**src/sv/assert_macros.svh**
```systemverilog
// Assertion macros used by the top level of the duty slew limiter.
// Each macro samples on clk and is disabled while arst_n is low.
`ifndef ASSERT_MACROS_SVH
`define ASSERT_MACROS_SVH

// Check an implication or expression on every rising clk edge outside reset.
`define ASSERT_CLK(lbl, prop, msg) \
	lbl: assert property (@(posedge clk) disable iff (!arst_n) (prop)) else $error(msg);

// Check that a condition implies a consequence in the following cycle.
`define ASSERT_NEXT(lbl, cond, cons, msg) \
	lbl: assert property (@(posedge clk) disable iff (!arst_n) (cond) |=> (cons)) \
		else $error(msg);

`endif

```
**src/sv/mdsl_pkg.sv**
```systemverilog
// Package for the multichannel duty slew limiter: sizes, codes and types.
// No dependencies; used by mdsl_slew_unit and multichannel_duty_slew_limiter.
`timescale 1ns / 1ps

package mdsl_pkg;

	// Store geometry
	localparam int CHANNELS  = 5;
	localparam int DUTY_BITS = 12;
	localparam int IDX_BITS  = (CHANNELS > 1) ? $clog2(CHANNELS) : 1;

	// Fixed port field widths
	localparam int CFG_BITS      = 12;
	localparam int CHAN_BITS     = 4;
	localparam int REQ_BITS      = 17;
	localparam int RES_DUTY_BITS = 12;
	localparam int CFG_IDX_BITS  = 1;

	// Width wide enough to compare duty values against configuration values
	localparam int MAG_BITS = (DUTY_BITS > CFG_BITS) ? DUTY_BITS : CFG_BITS;
	localparam int DUTY_MAX = (1 << DUTY_BITS) - 1;

	// Configuration register indexes
	localparam logic [CFG_IDX_BITS-1:0] REG_MAX_DUTY  = 1'd0;
	localparam logic [CFG_IDX_BITS-1:0] REG_RATE_STEP = 1'd1;

	// Configuration reset values
	localparam logic [CFG_BITS-1:0] MAX_DUTY_RST  = 12'd4095;
	localparam logic [CFG_BITS-1:0] RATE_STEP_RST = 12'd32;

	// Request actions
	typedef enum logic [1:0] {
		ACT_SET  = 2'd0,
		ACT_READ = 2'd1,
		ACT_TICK = 2'd2,
		ACT_STOP = 2'd3
	} action_t;

	// Result kinds
	localparam logic KIND_READ  = 1'b0;
	localparam logic KIND_DRIVE = 1'b1;

	// Sequencer states
	typedef enum logic {
		ST_IDLE = 1'b0,
		ST_WALK = 1'b1
	} state_t;

	// Operands for the shared slew unit
	typedef struct packed {
		logic                 clear;
		logic [DUTY_BITS-1:0] target;
		logic [DUTY_BITS-1:0] current;
		logic [CFG_BITS-1:0]  step;
	} slew_req_t;

endpackage

```
**src/sv/mdsl_slew_unit.sv**
```systemverilog
// Shared slew step: next current duty of one channel from its target.
// Depends on mdsl_pkg for widths and the slew_req_t operand struct.
`timescale 1ns / 1ps

module mdsl_slew_unit import mdsl_pkg::*; (
	input  slew_req_t            req,
	output logic [DUTY_BITS-1:0] next_duty
);

	logic                up;
	logic [MAG_BITS-1:0] gap;
	logic [MAG_BITS:0]   sum;
	logic [MAG_BITS:0]   dif;

	// Distance between target and current, and both step candidates
	always_comb begin
		up  = req.target > req.current;
		gap = up ? (MAG_BITS'(req.target) - MAG_BITS'(req.current))
		         : (MAG_BITS'(req.current) - MAG_BITS'(req.target));
		sum = (MAG_BITS+1)'(req.current) + (MAG_BITS+1)'(req.step);
		dif = (MAG_BITS+1)'(req.current) - (MAG_BITS+1)'(req.step);
	end

	// Move by one step when far away, snap to target when close, zero on stop
	always_comb begin
		if (req.clear) begin
			next_duty = '0;
		end else if (gap > MAG_BITS'(req.step)) begin
			next_duty = up ? DUTY_BITS'(sum) : DUTY_BITS'(dif);
		end else begin
			next_duty = req.target;
		end
	end

endmodule

```
**src/sv/multichannel_duty_slew_limiter.sv**
```systemverilog
// Top level of the multichannel duty slew limiter: stores, sequencer, output register.
// Depends on mdsl_pkg, mdsl_slew_unit and assert_macros.svh.
//
//   channel  handshake           payload
//   in       in_valid/in_ready   action, channel, duty_request
//   out      out_valid/out_ready result_kind, result_channel, result_duty, last
//   cfg      cfg_we              cfg_index, cfg_data (no wait, no read-back)
//
// A set writes the clamped target when taken; a read loads its reply into the output register.
// After a tick or stop is taken, the shared slew unit handles one channel per cycle
// while the output is not stalled, and each channel's drive update goes through the
// single output register.
// A stall on the output holds the walk on its current channel.
// Reset clears all targets and currents at once; no clearing pass is needed.
`timescale 1ns / 1ps
`include "assert_macros.svh"

module multichannel_duty_slew_limiter import mdsl_pkg::*; (
	input  logic                     clk,
	input  logic                     arst_n,
	input  logic                     in_valid,
	output logic                     in_ready,
	input  logic [1:0]               action,
	input  logic [CHAN_BITS-1:0]     channel,
	input  logic signed [REQ_BITS-1:0] duty_request,
	output logic                     out_valid,
	input  logic                     out_ready,
	output logic                     result_kind,
	output logic [CHAN_BITS-1:0]     result_channel,
	output logic [RES_DUTY_BITS-1:0] result_duty,
	output logic                     last,
	input  logic                     cfg_we,
	input  logic [CFG_IDX_BITS-1:0]  cfg_index,
	input  logic [CFG_BITS-1:0]      cfg_data
);

	state_t               state_q, state_d;
	logic [IDX_BITS-1:0]  walk_idx_q, walk_idx_d;
	logic                 walk_stop_q, walk_stop_d;
	logic [DUTY_BITS-1:0] target_q [CHANNELS];
	logic [DUTY_BITS-1:0] current_q [CHANNELS];
	logic [CFG_BITS-1:0]  max_duty_q;
	logic [CFG_BITS-1:0]  rate_step_q;

	logic                 out_valid_q;
	logic                 out_kind_q;
	logic [CHAN_BITS-1:0] out_chan_q;
	logic [DUTY_BITS-1:0] out_duty_q;
	logic                 out_last_q;

	logic                 in_fire;
	logic                 out_free;
	logic                 chan_ok;
	logic [IDX_BITS-1:0]  chan_idx;
	logic [DUTY_BITS-1:0] limit;
	logic [DUTY_BITS-1:0] clamped;
	logic                 walk_last;
	slew_req_t            slew_req;
	logic [DUTY_BITS-1:0] slew_next;

	logic                 tgt_we;
	logic [IDX_BITS-1:0]  tgt_idx;
	logic [DUTY_BITS-1:0] tgt_data;
	logic                 cur_we;
	logic                 load_out;
	logic                 load_kind;
	logic [CHAN_BITS-1:0] load_chan;
	logic [DUTY_BITS-1:0] load_duty;
	logic                 load_last;

	// Decode the addressed channel and clamp the set request
	always_comb begin
		chan_ok  = {1'b0, channel} < (CHAN_BITS+1)'(CHANNELS);
		chan_idx = IDX_BITS'(channel);
		if (MAG_BITS'(max_duty_q) > MAG_BITS'(DUTY_MAX)) begin
			limit = DUTY_BITS'(DUTY_MAX);
		end else begin
			limit = DUTY_BITS'(max_duty_q);
		end
		if (duty_request[REQ_BITS-1]) begin
			clamped = '0;
		end else if (duty_request > REQ_BITS'(limit)) begin
			clamped = limit;
		end else begin
			clamped = DUTY_BITS'(duty_request);
		end
	end

	// Feed the shared slew unit from the channel under walk
	assign walk_last = walk_idx_q == IDX_BITS'(CHANNELS - 1);
	assign slew_req  = '{clear: walk_stop_q, target: target_q[walk_idx_q],
		current: current_q[walk_idx_q], step: rate_step_q};

	mdsl_slew_unit u_slew (
		.req       (slew_req),
		.next_duty (slew_next)
	);

	assign out_free = !out_valid_q || out_ready;
	assign in_fire  = in_valid && in_ready;

	// Sequencer: next state, store writes and output loads
	always_comb begin
		state_d     = state_q;
		walk_idx_d  = walk_idx_q;
		walk_stop_d = walk_stop_q;
		in_ready    = 1'b0;
		tgt_we      = 1'b0;
		tgt_idx     = walk_idx_q;
		tgt_data    = '0;
		cur_we      = 1'b0;
		load_out    = 1'b0;
		load_kind   = KIND_DRIVE;
		load_chan   = CHAN_BITS'(walk_idx_q);
		load_duty   = slew_next;
		load_last   = walk_last;
		unique case (state_q)
			ST_IDLE: begin
				in_ready = out_free;
				if (in_fire) begin
					unique case (action_t'(action))
						ACT_SET: begin
							tgt_we   = chan_ok;
							tgt_idx  = chan_idx;
							tgt_data = clamped;
						end
						ACT_READ: begin
							load_out  = 1'b1;
							load_kind = KIND_READ;
							load_chan = channel;
							load_duty = chan_ok ? current_q[chan_idx] : '0;
							load_last = 1'b1;
						end
						ACT_TICK: begin
							state_d     = ST_WALK;
							walk_idx_d  = '0;
							walk_stop_d = 1'b0;
						end
						ACT_STOP: begin
							state_d     = ST_WALK;
							walk_idx_d  = '0;
							walk_stop_d = 1'b1;
						end
						default: begin
							state_d = ST_IDLE;
						end
					endcase
				end
			end
			ST_WALK: begin
				if (out_free) begin
					load_out = 1'b1;
					cur_we   = 1'b1;
					tgt_we   = walk_stop_q;
					if (walk_last) begin
						state_d = ST_IDLE;
					end else begin
						walk_idx_d = walk_idx_q + IDX_BITS'(1);
					end
				end
			end
			default: begin
				state_d = ST_IDLE;
			end
		endcase
	end

	// Advance the sequencer
	always_ff @(posedge clk or negedge arst_n) begin
		if (!arst_n) begin
			state_q     <= ST_IDLE;
			walk_idx_q  <= '0;
			walk_stop_q <= 1'b0;
		end else begin
			state_q     <= state_d;
			walk_idx_q  <= walk_idx_d;
			walk_stop_q <= walk_stop_d;
		end
	end

	// Hold the per-channel targets and currents
	always_ff @(posedge clk or negedge arst_n) begin
		if (!arst_n) begin
			for (int i = 0; i < CHANNELS; i++) begin
				target_q[i]  <= '0;
				current_q[i] <= '0;
			end
		end else begin
			if (tgt_we) begin
				target_q[tgt_idx] <= tgt_data;
			end
			if (cur_we) begin
				current_q[walk_idx_q] <= slew_next;
			end
		end
	end

	// Take configuration writes
	always_ff @(posedge clk or negedge arst_n) begin
		if (!arst_n) begin
			max_duty_q  <= MAX_DUTY_RST;
			rate_step_q <= RATE_STEP_RST;
		end else if (cfg_we) begin
			if (cfg_index == REG_MAX_DUTY) begin
				max_duty_q <= cfg_data;
			end
			if (cfg_index == REG_RATE_STEP) begin
				rate_step_q <= cfg_data;
			end
		end
	end

	// Output register: valid flag
	always_ff @(posedge clk or negedge arst_n) begin
		if (!arst_n) begin
			out_valid_q <= 1'b0;
		end else if (load_out) begin
			out_valid_q <= 1'b1;
		end else if (out_ready) begin
			out_valid_q <= 1'b0;
		end
	end

	// Output register: payload
	always_ff @(posedge clk) begin
		if (load_out) begin
			out_kind_q <= load_kind;
			out_chan_q <= load_chan;
			out_duty_q <= load_duty;
			out_last_q <= load_last;
		end
	end

	assign out_valid      = out_valid_q;
	assign result_kind    = out_kind_q;
	assign result_channel = out_chan_q;
	assign result_duty    = RES_DUTY_BITS'(out_duty_q);
	assign last           = out_last_q;

	// A read reply always closes its request
	`ASSERT_CLK(a_read_last, (out_valid_q && out_kind_q == KIND_READ) |-> out_last_q, "read reply without last")

	// The closing drive update belongs to the highest channel
	`ASSERT_CLK(a_drive_last_chan, (out_valid_q && out_kind_q == KIND_DRIVE && out_last_q) |-> (out_chan_q == CHAN_BITS'(CHANNELS - 1)), "drive last on wrong channel")

	// A tick or stop starts its walk on channel zero
	`ASSERT_NEXT(a_walk_start, (in_fire && (action == ACT_TICK || action == ACT_STOP)), (state_q == ST_WALK && walk_idx_q == '0), "walk did not start at channel zero")

	// Stop drives only zero duty
	`ASSERT_CLK(a_stop_zero, (state_q == ST_WALK && walk_stop_q && load_out) |-> (load_duty == '0), "stop drove nonzero duty")

endmodule
```
**config.mk**
```make
export PLATFORM = sky130hd
export DESIGN_NAME = multichannel_duty_slew_limiter
export DESIGN_NICKNAME = d
export VERILOG_FILES = /design/src/sv/mdsl_pkg.sv /design/src/sv/mdsl_slew_unit.sv /design/src/sv/multichannel_duty_slew_limiter.sv
export VERILOG_INCLUDE_DIRS = /design/src /design/src/sv
export SDC_FILE = /design/constraint.sdc
export NUM_CORES = 1
export LEC_CHECK = 0
export BUFFER_PORTS_ARGS = -buffer_cell sky130_fd_sc_hd__buf_2
export CAP_MARGIN = 20
export CORE_ASPECT_RATIO = 1.4
export CORE_MARGIN = 1
export CORE_UTILIZATION = 30
export DETAILED_ROUTE_END_ITERATION = 10
export HOLD_SLACK_MARGIN = 0.03
export SLEW_MARGIN = 15
export SYNTH_ARGS = -nofsm -noshare
export SYNTH_HDL_FRONTEND = slang
export SYNTH_HIERARCHICAL = 1
export SYNTH_SLANG_ARGS = --single-unit
```
**constraint.sdc**
```tcl
create_clock -name clk -period 11 [get_ports clk]
set_input_delay 2.2 -clock clk [delete_from_list [all_inputs] [get_ports clk]]
set_output_delay 2.2 -clock clk [all_outputs]
set_load 0.01 [all_outputs]
```
==> qor.csv <==
stage,metric,value,unit
run_status,run status,completed,
clock_network,CTS Root Buffer Type,clkbuf_16,
detailed_routing,drt pass-1 iters,5,
power_and_ir_drop,worst vdd ir,179,uV
sta,RSZ-0062 raised after global routing,false,
place,port bufs,60,
clock_network,Max clock buf depth,2,
detailed_routing,vias per cell,5.59,
clock_network,Setup Buffers After CTS,0,
setup_path,Worst setup EP type,flop,
power_and_ir_drop,Seq pwr share,0.209,
power_and_ir_drop,PD cells,339,nW/um^2
power_and_ir_drop,Sw Ratio,0.482,
place,gpl congestion,0.925,
min_path,worst min path class,reg -> reg,
detailed_routing,Routed Antenna Nets,0,
power_and_ir_drop,Net Sw Power,2.14,mW
detailed_routing,Via Count,9680,
logic_synthesis,ys flop type,dfrtp_1,
detailed_routing,detailed-route DRC error count,0,
sta,worst slew pin tran,972,ps
floorplan,core area,38600,um^2
sta,clk_skew,9.69,ps
global_route,global route overflow,0,
floorplan,IO Pins,61,
logic_synthesis,Synth top area share,0.291,
logic_synthesis,ranking of synthesized cells by area,"dfrtp_1 (29%), mux2_2 (7.4%), ha_1 (6.5%)",
global_route,global-route wire length before repair,57.8,mm
global_route,initial antenna violation count,1,
detailed_routing,Post-Route WL,36.4,mm
sta,post-route setup TNS,0,ps
place,placed cells,1700,
final_layout,area of the multi-input gates,6760,um^2
final_layout,final-stage net count,1302,
final_layout,Post-Layout Cell Count,1732,
logic_synthesis,Avg Inst Size Synth,9.90,um^2
final_layout,sequential cell area,4310,um^2
logic_synthesis,Post-synth EDFFs,18,
logic_synthesis,YS warnings,6,
global_route,Tot GR Track Use,0.188,
setup_path,Startpoint Class,flop,
logic_synthesis,Syn Nets,1294,
floorplan,Total Die Area,40000,um^2
sta,final period utilization,0.690,
power_and_ir_drop,Clock power frac,0.140,
sta,Setup-failing EPs final,0,
clock_network,Num CTS Buffers,17,
clock_network,CTS tree,done,
global_route,met3 Usage GRT,0.0299,
logic_synthesis,synthesized cell area,11800,um^2
sta,Slew Limit Fails,0,
global_route,grt peak-use layer,met2,
logic_synthesis,Synth area leader,dfrtp_1,
logic_synthesis,"top cells by count, synth","dfrtp_1 (137), nand2_1 (133), mux2_2 (77), inv_1 (73), nand3_1 (62)",
final_layout,# fillers,3936,
logic_synthesis,register area share after synthesis,0.366,
global_route,met1 usage,0.226,
final_layout,area delta synth->final,11.0,%
floorplan,cell row count,85,
flow_run,Max-cap violations,0,
setup_path,WP data arrival,7870,ps
logic_synthesis,Cells after Synth,1189,
sta,final hold vios,0,
final_layout,antenna diode count,0,
place,post-DP HPWL,25.5,mm
setup_path,crit path max fanout,30,
clock_network,CTS resizes,0,
final_layout,layout cells sized above 1,0.231,
floorplan,Initial Util,0.305,
clock_network,clock tree sinks,168,
logic_synthesis,synthesis-stage register bit count,168,
floorplan,Die X,169,um
setup_path,crit path kind,reg -> reg,
detailed_routing,Avg WL per Cell,21.0,um
clock_network,CTS HTree Levels,4,
power_and_ir_drop,Pint,2.29,mW
setup_path,WP data required,11280,ps
power_and_ir_drop,logic gate share of total power,0.651,
floorplan,Die Height,236,um
global_route,met2 global-route usage,0.320,
global_route,largest net degree at the start of global routing,78,
sta,shortest period the worst path allows,7590,ps
sta,fmax,132,MHz
detailed_routing,Starting DRT DRC Count,805,
power_and_ir_drop,static leakage,5.27,nW
logic_synthesis,most common cell in the synthesized netlist,dfrtp_1,
global_route,vias in the first global route,9793,
clock_network,hold_buf cts,0,
clock_network,clk_lat worst skew,450,ps
logic_synthesis,asr flop ratio synth,0.893,
clock_network,Clock Pin Slew Worst Setup and Hold Paths,70,ps
sta,relative slew slack,0.351,
final_layout,"Core Util, Final",0.338,
logic_synthesis,Synth cell types,80,
-- power groups by stage --
stage	logic (mW)	registers, mW	clock network (mW)
floorplan	2.16	0.906	0
global placement	2.83	0.934	0
detailed placement	2.85	0.938	0
CTS	2.86	0.926	0.631
global route	3.17	0.944	0.655
finish	2.88	0.927	0.620
-- path summary, 6_finish.rpt --
check	from	end	slack [ps]	cells after the start
worst max-delay path	walk_idx_q[2]	result_duty[11]	3410	22
max in group asynchronous	arst_n	current_q[19]	7730	2
worst min-delay path	target_q[39]	target_q[39]	490	2
worst max register to register	walk_idx_q[2]	result_duty[11]	3410	22
min in group asynchronous	arst_n	target_q[13]	1790	1
worst min register to register	target_q[39]	target_q[39]	490	2
-- worst max-delay path: stages (launching register included) --
cell and delay [ps]:
dfrtp_1 780, buf_4 420, nor2b_1 820, a22oi_1 140
o22ai_1 360, inv_1 90, ha_1 540, nand3_1 280
a211oi_4 310, a2111oi_2 110, nor2_1 650, nor2_1 80
a21oi_1 310, ha_1 290, nor2b_1 140, o31ai_1 400
a21oi_1 190, a311o_1 390, a21oi_1 180, xnor2_1 80
a211oi_1 600, nand2_1 110, o21ai_0 120
-- flip-flops by register name, indices dropped and copies added (netlist names) --
| register | flops |
|---|---|
| target_q | 60 |
| current_q | 60 |
| last | 1 |
| result_channel | 4 |
| result_kind | 1 |
| out_valid | 1 |
| rate_step_q | 12 |
| result_duty | 12 |
| walk_stop_q | 1 |
| state_q | 1 |
| walk_idx_q | 3 |
| max_duty_q | 12 |
-- metrics by stage --
stage | hold WS (ps) | setup WS [ps] | power, mW | area (um^2)
finish | 490 | 3410 | 4.43 | 13100
global route | 509 | 2780 | 4.77 | 13100
CTS | 491 | 3500 | 4.42 | 13100
detailed placement | 470 | 3530 | 3.78 | 12500
global placement | 464 | 3780 | 3.76 | 12500
floorplan | 452 | 5000 | 3.07 | 11800
-- kinds of logic after synthesis --
kind of cell | Yosys count | synth area share
xor+xnor | 30 | 0.0223
flops | 168 | 0.366
buf+inv | 167 | 0.0627
compound gates | 329 | 0.213
mux | 120 | 0.137
simple gates | 311 | 0.128
fa+ha+maj | 64 | 0.0700
-- cells in the final DEF (no fill, tap or decap), types with 13 or more instances in the layout --
| master | instances |
|---|---|
| a21oi_1 | 48 |
| a22oi_1 | 23 |
| and2_1 | 15 |
| buf_2 | 59 |
| buf_4 | 22 |
| clkbuf_16 | 17 |
| dfrtp_1 | 136 |
| dfstp_2 | 13 |
| edfxtp_1 | 18 |
| ha_1 | 61 |
| inv_1 | 73 |
| mux2_2 | 77 |
| mux2i_1 | 16 |
| mux4_2 | 25 |
| nand2_1 | 133 |
| nand3_1 | 62 |
| nor2_1 | 44 |
| o2111ai_1 | 60 |
| o211ai_1 | 38 |
| o211ai_2 | 26 |
| o21ai_0 | 53 |
| xnor2_1 | 25 |
-- layer usage --
layer  vias up  wire length, um
met5         -               13
met4         2             1640
met3        79             1890
met2       342            18200
met1      4792            14600
li1       4465                -
-- final cells by class --
type	instances	area share
Clock buffer	18	0.0336
Clock inverter	14	0.0110
Inverter	74	0.0213
Multi-Input combinational cell	854	0.518
Sequential cell	168	0.330
Tap cell	522	0.0500
Timing Repair Buffer	82	0.0361
Power figures use the tool's default switching activity.
